## config.mk

```make
export PLATFORM = sky130hd
export DESIGN_NAME = ecp_setup
export DESIGN_NICKNAME = d
export VERILOG_FILES = /design/src/hw/rtl/ecp_pkg.sv /design/src/hw/rtl/ecp_setup.sv
export SDC_FILE = /design/constraint.sdc
export NUM_CORES = 2
export LEC_CHECK = 0
export BUFFER_PORTS_ARGS = -buffer_cell sky130_fd_sc_hd__buf_4
export CORE_MARGIN = 8
export CORE_UTILIZATION = 49
export DETAILED_ROUTE_END_ITERATION = 7
export HOLD_SLACK_MARGIN = 0.08
export PLACE_DENSITY = 0.66
export SLEW_MARGIN = 20
export SYNTH_ARGS = -nofsm -noshare
export SYNTH_HDL_FRONTEND = slang
export SYNTH_SLANG_ARGS = --single-unit
```

## constraint.sdc

```tcl
create_clock -name clk -period 26.4 [get_ports clk]
set_input_delay 5.28 -clock clk [delete_from_list [all_inputs] [get_ports clk]]
set_output_delay 5.28 -clock clk [all_outputs]
set_load 0.1 [all_outputs]
```

## src/hw/rtl/ecp_pkg.sv

```systemverilog
package ecp_pkg;

  localparam int POS_W   = 32;
  localparam int D_W     = POS_W + 1;
  localparam int AX_W    = 19;
  localparam int PR_W    = D_W + AX_W;
  localparam int SUM_W   = PR_W + 3;
  localparam int V_W     = SUM_W - 16;
  localparam int VZ_W    = V_W - 1;
  localparam int FOC_W   = 30;
  localparam int FL_W    = FOC_W / 2;
  localparam int PP_W    = V_W + FL_W + 1;
  localparam int N_W     = PP_W + FL_W + 1;
  localparam int QB      = 25;
  localparam int QS_W    = QB + 2;
  localparam int OS_W    = QS_W + 1;
  localparam int OUT_W   = 24;
  localparam int ANG_W   = 16;
  localparam int CX_W    = 33;
  localparam int CZ_W    = 27;
  localparam int FN_W    = 52;
  localparam int CORDIC_N = 18;
  localparam int ADDR_W  = 5;

  localparam logic [ANG_W-1:0] FOV_MIN   = 16'd256;
  localparam logic [ANG_W-1:0] FOV_MAX   = 16'd45824;
  localparam logic [ANG_W-1:0] FOV_RESET = 16'd23040;
  localparam logic signed [CX_W-1:0] CORDIC_K = 33'sd652032874;
  localparam logic signed [CZ_W-1:0] DEG90  = 27'sd5898240;
  localparam logic signed [CZ_W-1:0] DEG180 = 27'sd11796480;
  localparam logic signed [CZ_W-1:0] DEG360 = 27'sd23592960;
  localparam logic signed [OS_W-1:0] OUT_MAX = 28'sd8388607;
  localparam logic signed [OS_W-1:0] OUT_MIN = -28'sd8388608;

  localparam logic [2:0] REG_CAM_X = 3'd0;
  localparam logic [2:0] REG_CAM_Y = 3'd1;
  localparam logic [2:0] REG_CAM_Z = 3'd2;
  localparam logic [2:0] REG_PITCH = 3'd3;
  localparam logic [2:0] REG_YAW   = 3'd4;
  localparam logic [2:0] REG_ROLL  = 3'd5;
  localparam logic [2:0] REG_FOV   = 3'd6;

  typedef struct packed {
    logic signed [POS_W-1:0] world_x;
    logic signed [POS_W-1:0] world_y;
    logic signed [POS_W-1:0] world_z;
  } in_item_t;

  typedef struct packed {
    logic signed [OUT_W-1:0] screen_x;
    logic signed [OUT_W-1:0] screen_y;
    logic                    depth_clamped;
  } out_item_t;

  typedef struct packed {
    logic signed [AX_W-1:0] ax0;
    logic signed [AX_W-1:0] ax1;
    logic signed [AX_W-1:0] ax2;
    logic signed [AX_W-1:0] ay0;
    logic signed [AX_W-1:0] ay1;
    logic signed [AX_W-1:0] ay2;
    logic signed [AX_W-1:0] az0;
    logic signed [AX_W-1:0] az1;
    logic signed [AX_W-1:0] az2;
    logic [FOC_W-1:0]       focal;
  } cam_t;

  function automatic logic signed [CZ_W-1:0] atan_q16(input logic [4:0] i);
    logic signed [CZ_W-1:0] v;
    unique case (i)
      5'd0:  v = 27'sd2949120;
      5'd1:  v = 27'sd1740967;
      5'd2:  v = 27'sd919879;
      5'd3:  v = 27'sd466945;
      5'd4:  v = 27'sd234379;
      5'd5:  v = 27'sd117304;
      5'd6:  v = 27'sd58666;
      5'd7:  v = 27'sd29335;
      5'd8:  v = 27'sd14668;
      5'd9:  v = 27'sd7334;
      5'd10: v = 27'sd3667;
      5'd11: v = 27'sd1833;
      5'd12: v = 27'sd917;
      5'd13: v = 27'sd458;
      5'd14: v = 27'sd229;
      5'd15: v = 27'sd115;
      5'd16: v = 27'sd57;
      5'd17: v = 27'sd29;
      default: v = '0;
    endcase
    return v;
  endfunction

endpackage

```

## src/hw/rtl/ecp_setup.sv

```systemverilog
module ecp_setup
  import ecp_pkg::*;
#(
  parameter int SCREEN_WIDTH = 1920
) (
  input  logic             clk,
  input  logic             rst_n,
  input  logic             go,
  input  logic [ANG_W-1:0] pitch,
  input  logic [ANG_W-1:0] yaw,
  input  logic [ANG_W-1:0] roll,
  input  logic [ANG_W-1:0] fov,
  output logic             busy,
  output cam_t             cam
);

  localparam int HW   = SCREEN_WIDTH * 128;
  localparam int HW_W = $clog2(HW + 1);
  localparam logic [HW_W-1:0] HW_V = HW_W'(HW);

  typedef enum logic [1:0] {ST_IDLE, ST_ANG, ST_MUL, ST_DIV} st_t;

  st_t                     state_r, state_nxt;
  logic [5:0]              cnt_r, cnt_nxt;
  logic [1:0]              idx_r, idx_nxt;
  logic                    flip_r, flip_nxt;
  logic signed [CX_W-1:0]  x_r, x_nxt, y_r, y_nxt;
  logic signed [CZ_W-1:0]  z_r, z_nxt;
  logic signed [AX_W-1:0]  cs_r [6];
  logic signed [AX_W-1:0]  cs_nxt [6];
  logic signed [CX_W-1:0]  fc_r, fc_nxt, fs_r, fs_nxt;
  logic signed [AX_W-1:0]  p_r [14];
  logic signed [AX_W-1:0]  p_nxt [14];
  logic [FN_W-1:0]         num_r, num_nxt, quo_r, quo_nxt;
  logic [CX_W-1:0]         rem_r, rem_nxt;
  cam_t                    cam_r, cam_nxt;

  logic [ANG_W-1:0]        fov_cl;
  logic signed [CZ_W-1:0]  a_raw, a_wrap, a_fold;
  logic                    fold;
  logic [4:0]              it;
  logic signed [CX_W-1:0]  c_sel, c_rnd, s_rnd;
  logic signed [AX_W-1:0]  ma, mb;
  logic signed [2*AX_W-1:0] prod;
  logic signed [2*AX_W-1:0] prod_rnd;
  logic [HW_W+31:0]        hwfc;
  logic [CX_W:0]           dt;

  always_comb begin
    if (fov < FOV_MIN) begin
      fov_cl = FOV_MIN;
    end else if (fov > FOV_MAX) begin
      fov_cl = FOV_MAX;
    end else begin
      fov_cl = fov;
    end
    unique case (idx_r)
      2'd0: a_raw = {{(CZ_W-ANG_W-9){pitch[ANG_W-1]}}, pitch, 9'b0};
      2'd1: a_raw = {{(CZ_W-ANG_W-9){yaw[ANG_W-1]}}, yaw, 9'b0};
      2'd2: a_raw = {{(CZ_W-ANG_W-9){roll[ANG_W-1]}}, roll, 9'b0};
      default: a_raw = {{(CZ_W-ANG_W-7){1'b0}}, fov_cl, 7'b0};
    endcase
    if (a_raw >= DEG180) begin
      a_wrap = a_raw - DEG360;
    end else if (a_raw < -DEG180) begin
      a_wrap = a_raw + DEG360;
    end else begin
      a_wrap = a_raw;
    end
    if (a_wrap > DEG90) begin
      a_fold = DEG180 - a_wrap;
      fold   = 1'b1;
    end else if (a_wrap < -DEG90) begin
      a_fold = -DEG180 - a_wrap;
      fold   = 1'b1;
    end else begin
      a_fold = a_wrap;
      fold   = 1'b0;
    end
    it    = 5'(cnt_r - 6'd1);
    c_sel = flip_r ? -x_r : x_r;
    c_rnd = (c_sel + CX_W'(15'sd8192)) >>> 14;
    s_rnd = (y_r + CX_W'(15'sd8192)) >>> 14;
    unique case (cnt_r[3:0])
      4'd0:  begin ma = cs_r[5]; mb = cs_r[1]; end
      4'd1:  begin ma = cs_r[4]; mb = cs_r[1]; end
      4'd2:  begin ma = cs_r[0]; mb = cs_r[2]; end
      4'd3:  begin ma = cs_r[0]; mb = cs_r[3]; end
      4'd4:  begin ma = p_r[0];  mb = cs_r[2]; end
      4'd5:  begin ma = cs_r[4]; mb = cs_r[3]; end
      4'd6:  begin ma = p_r[0];  mb = cs_r[3]; end
      4'd7:  begin ma = cs_r[4]; mb = cs_r[2]; end
      4'd8:  begin ma = cs_r[5]; mb = cs_r[0]; end
      4'd9:  begin ma = p_r[1];  mb = cs_r[2]; end
      4'd10: begin ma = cs_r[5]; mb = cs_r[3]; end
      4'd11: begin ma = p_r[1];  mb = cs_r[3]; end
      4'd12: begin ma = cs_r[4]; mb = cs_r[0]; end
      default: begin ma = cs_r[5]; mb = cs_r[2]; end
    endcase
    prod     = ma * mb;
    prod_rnd = (prod + (2*AX_W)'(17'sd32768)) >>> 16;
    hwfc     = HW_V * fc_r[31:0];
    dt       = {rem_r, num_r[FN_W-1]};
  end

  always_comb begin
    state_nxt = state_r;
    cnt_nxt   = cnt_r;
    idx_nxt   = idx_r;
    flip_nxt  = flip_r;
    x_nxt     = x_r;
    y_nxt     = y_r;
    z_nxt     = z_r;
    cs_nxt    = cs_r;
    fc_nxt    = fc_r;
    fs_nxt    = fs_r;
    p_nxt     = p_r;
    num_nxt   = num_r;
    quo_nxt   = quo_r;
    rem_nxt   = rem_r;
    cam_nxt   = cam_r;
    if (go) begin
      state_nxt = ST_ANG;
      cnt_nxt   = '0;
      idx_nxt   = '0;
    end else begin
      unique case (state_r)
        ST_IDLE: begin
        end
        ST_ANG: begin
          if (cnt_r == 6'd0) begin
            x_nxt    = CORDIC_K;
            y_nxt    = '0;
            z_nxt    = a_fold;
            flip_nxt = fold;
            cnt_nxt  = cnt_r + 6'd1;
          end else if (cnt_r <= 6'(CORDIC_N)) begin
            if (z_r >= 0) begin
              x_nxt = x_r - (y_r >>> it);
              y_nxt = y_r + (x_r >>> it);
              z_nxt = z_r - atan_q16(it);
            end else begin
              x_nxt = x_r + (y_r >>> it);
              y_nxt = y_r - (x_r >>> it);
              z_nxt = z_r + atan_q16(it);
            end
            cnt_nxt = cnt_r + 6'd1;
          end else begin
            if (idx_r == 2'd3) begin
              fc_nxt    = x_r;
              fs_nxt    = (y_r < 1) ? CX_W'(1) : y_r;
              state_nxt = ST_MUL;
            end else begin
              cs_nxt[{idx_r, 1'b0}] = AX_W'(c_rnd);
              cs_nxt[{idx_r, 1'b1}] = AX_W'(s_rnd);
              idx_nxt = idx_r + 2'd1;
            end
            cnt_nxt = '0;
          end
        end
        ST_MUL: begin
          if (cnt_r < 6'd14) begin
            p_nxt[cnt_r[3:0]] = AX_W'(prod_rnd);
            cnt_nxt = cnt_r + 6'd1;
          end else begin
            cam_nxt.ax0 = p_r[2];
            cam_nxt.ax1 = p_r[3];
            cam_nxt.ax2 = cs_r[1];
            cam_nxt.ay0 = p_r[4] - p_r[5];
            cam_nxt.ay1 = p_r[6] + p_r[7];
            cam_nxt.ay2 = -p_r[8];
            cam_nxt.az0 = -(p_r[9] + p_r[10]);
            cam_nxt.az1 = p_r[13] - p_r[11];
            cam_nxt.az2 = p_r[12];
            num_nxt   = FN_W'(hwfc) + FN_W'(fs_r[CX_W-1:1]);
            rem_nxt   = '0;
            quo_nxt   = '0;
            cnt_nxt   = '0;
            state_nxt = ST_DIV;
          end
        end
        ST_DIV: begin
          num_nxt = {num_r[FN_W-2:0], 1'b0};
          if (dt >= {1'b0, fs_r}) begin
            rem_nxt = CX_W'(dt - {1'b0, fs_r});
            quo_nxt = {quo_r[FN_W-2:0], 1'b1};
          end else begin
            rem_nxt = CX_W'(dt);
            quo_nxt = {quo_r[FN_W-2:0], 1'b0};
          end
          cnt_nxt = cnt_r + 6'd1;
          if (cnt_r == 6'(FN_W - 1)) begin
            cam_nxt.focal = quo_nxt[FOC_W-1:0];
            state_nxt     = ST_IDLE;
          end
        end
        default: state_nxt = ST_IDLE;
      endcase
    end
  end

  always_ff @(posedge clk) begin
    if (!rst_n) begin
      state_r <= ST_ANG;
      cnt_r   <= '0;
      idx_r   <= '0;
    end else begin
      state_r <= state_nxt;
      cnt_r   <= cnt_nxt;
      idx_r   <= idx_nxt;
    end
    flip_r <= flip_nxt;
    x_r    <= x_nxt;
    y_r    <= y_nxt;
    z_r    <= z_nxt;
    cs_r   <= cs_nxt;
    fc_r   <= fc_nxt;
    fs_r   <= fs_nxt;
    p_r    <= p_nxt;
    num_r  <= num_nxt;
    quo_r  <= quo_nxt;
    rem_r  <= rem_nxt;
    cam_r  <= cam_nxt;
  end

  assign busy = (state_r != ST_IDLE);
  assign cam  = cam_r;

endmodule

```

==> results.tsv <==
metric	value	unit
drive_above_1_share	11.6	%
synth_top_area_share	39.3	%
synth.most_common_cell	edfxtp_1	
fp-row-count	134	
port_buffers	268	
yosys-top-cells-count	854 x edfxtp_1, 618 x inv_1, 556 x nor2_1, 511 x nand2_1, 416 x fa_1	
syn-num-nets	6924	
slew_viol_final	0	
outcome	finished, violations left	
grt_setup_unrepaired	false	
crit_start	cnt_r[0]	
cts_buffers	92	
wl_met2	81500	µm
crit_cells	28	
ys_seq_area_share	39.6	%
postRouteAntennaNets	0	
syn_inst	6045	
root_buffer	clkbuf_16	
grt.total_usage	24.7	%
grt_max_degree	86	
clock.fmax	83.9	MHz
yosysTopAreaCell	edfxtp_1	
finalWirelength	184000	µm
first_pass_iters	8	
core_area	133000	µm²
rr_endpoint	p_r[151]	
relSlewSlack	24.2	%
ios	269	
cts_resized	0	
cpLargestDelayFamily	adder cells	
cp.required	26760	ps
ys_warn_count	0	
min_period_over_period	45.2	%
wl_met1	80600	µm
violations	design-rule violations	
endpoint	p_r[151]	
nets	7133	
grt_pass1_vias	46500	
critPathLaunchType	flop	
syn2layout_area_growth	11.0	%
grt_overflow	0	
hold_path.class	flop to flop	
synth.area.top_cells	edfxtp_1 39%, fa_1 13%, ha_1 7.6%, inv_1 3.6%, xnor2_1 3.3%	
arrival	12280	ps
criticalPathCategory	flop to flop	
cts_max_level	3	
r2r_start	cnt_r[0]	
reg2reg_slack	14480	ps
ys_seq_elements	864	
synth_top_flop_cell	edfxtp_1	
die_area	145000	µm²
drv_cap	0	
synth-edff-count	854	
tightestPinTransition	1130	ps
syn-mean-instance-area	10.8	µm²
antenna_found_initial	3	
crit_path_max_incr_delay	960	ps
remaining_drc_errors	5	
cts_tree	built	
critPathBufInv	4	
gp_congestion	0.937	
cts_buffer_depth	3	
crit_top_cell	fa_1	
ctsHoldBuffers	0	
hold_viol	0	
n_fill_cell	11500	
fin_crit	11920	ps
reg2reg_depth	28	
slowest_stage	a221oi_1	
syn_area	65300	µm²
detail_route.iter0.violations	4021	
hpwl	140000	µm
tns	0	ps
vias_per_cell	5.79	
crit_fanout	34	
clock-skew-final	54.8	ps
clock_sinks	864	
postCtsSetupBuffers	0	
top_layer	met5	
die_h	381	µm
end_kind	flop	
path_clk_slew	60	ps
vias	46900	
post_drt_wl_per_cell	22.7	µm
grt_pass1_wl	281000	µm
wl_met3	15500	µm
finalSetupViolations	0	
start_util	49.1	%
synth.distinct_cells	110	
die_w	381	µm
async_flop_share	0	%
clock_latency	700	ps
placed cells by master, fill, tap and decap left out, types with 44 or more instances in the layout:
master,netlist,routed
a211oi_1,44,44
a21o_1,84,84
a21oi_1,254,252
and2_1,65,63
and3_1,62,61
buf_4,9,361
clkbuf_16,0,93
edfxtp_1,854,854
fa_1,416,416
ha_1,396,394
inv_1,618,618
mux2_2,56,56
mux2i_1,124,124
mux4_2,61,61
nand2_1,511,510
nand2b_1,56,56
nand3_1,101,100
nor2_1,556,552
nor2b_1,89,89
nor3_1,90,81
o21a_1,80,80
o21ai_0,254,252
or3_1,44,44
xnor2_1,248,237
xor2_1,158,153
layout make-up:
cell class                      count  area (µm²)  area share, %
Inverter                          624        2340           3.23
Timing Repair Buffer              362        2720           3.75
Antenna cell                        1        2.50        0.00345
Sequential cell                   864       25800           35.7
Tap cell                         1768        2210           3.05
Clock inverter                     68         796           1.10
Multi-Input combinational cell   4310       36200           49.9
Clock buffer                      100        2350           3.25
registers in the layout, summed over array words and instances (netlist names):
| register | flops |
|---|---|
| x_r | 33 |
| cnt_r | 6 |
| num_r | 52 |
| cs_r | 114 |
| y_r | 33 |
| p_r | 266 |
| flip_r | 1 |
| fs_r | 33 |
| idx_r | 2 |
| state_r | 2 |
| fc_r | 32 |
| quo_r | 29 |
| cam | 201 |
| z_r | 27 |
| rem_r | 33 |
how the worst min path moves through the flow:
stage / startpoint / end / slack (ps) / depth (start not counted)
floorplan: p_r[190] / cam[163] / 400 / 0
global placement: p_r[32] / cam[43] / 400 / 0
detailed placement: p_r[194] / cam[167] / 400 / 0
CTS: p_r[29] / cam[40] / 420 / 0
global route: p_r[194] / cam[167] / 420 / 0
finish: p_r[29] / cam[40] / 420 / 0
logic make-up (layout without fill, tap and decap cells):
| family | after synthesis | count (layout) | synth area share [%] |
|---|---|---|---|
| AO/OA/AOI/OAI | 1116 | 1116 | 11.4 |
| XOR/XNOR | 406 | 406 | 5.45 |
| adder cells (fa/ha/maj) | 812 | 812 | 20.4 |
| buffers and inverters | 871 | 1154 | 5.38 |
| flip-flops | 864 | 864 | 39.6 |
| multiplexers | 255 | 255 | 5.47 |
| other | 1 | 2 | 0.00575 |
| AND/OR/NAND/NOR | 1720 | 1720 | 12.3 |
through the flow:
| stage | setup slack (ps) | hold WS [ps] | cell area (µm²) | cells | utilization, % |
|---|---|---|---|---|---|
| 6_report | 14480 | 415 | 72400 | 8097 | 54.6 |
| 5_1_grt | 13870 | 420 | 72400 | 8096 | 54.6 |
| 4_1_cts | 14400 | 417 | 72400 | 8095 | 54.5 |
| 3_5_place_dp | 14490 | 405 | 69300 | 7927 | 52.2 |
| 3_3_place_gp | 14760 | 403 | 69300 | 7927 | 52.2 |
| 2_1_floorplan | 8530 | 400 | 65300 | 6045 | - |
layer usage:
layer / vias up / track usage (%)
met5: - / 0
li1: 21800 / -
met2: 1750 / 38.4
met3: 315 / 4.85
met1: 23000 / 34.9
met4: 2 / 8.01
Power is left out: the tool's default activity adds up to more than one toggle a clock period on the data nets, which glitch-free logic cannot reach.
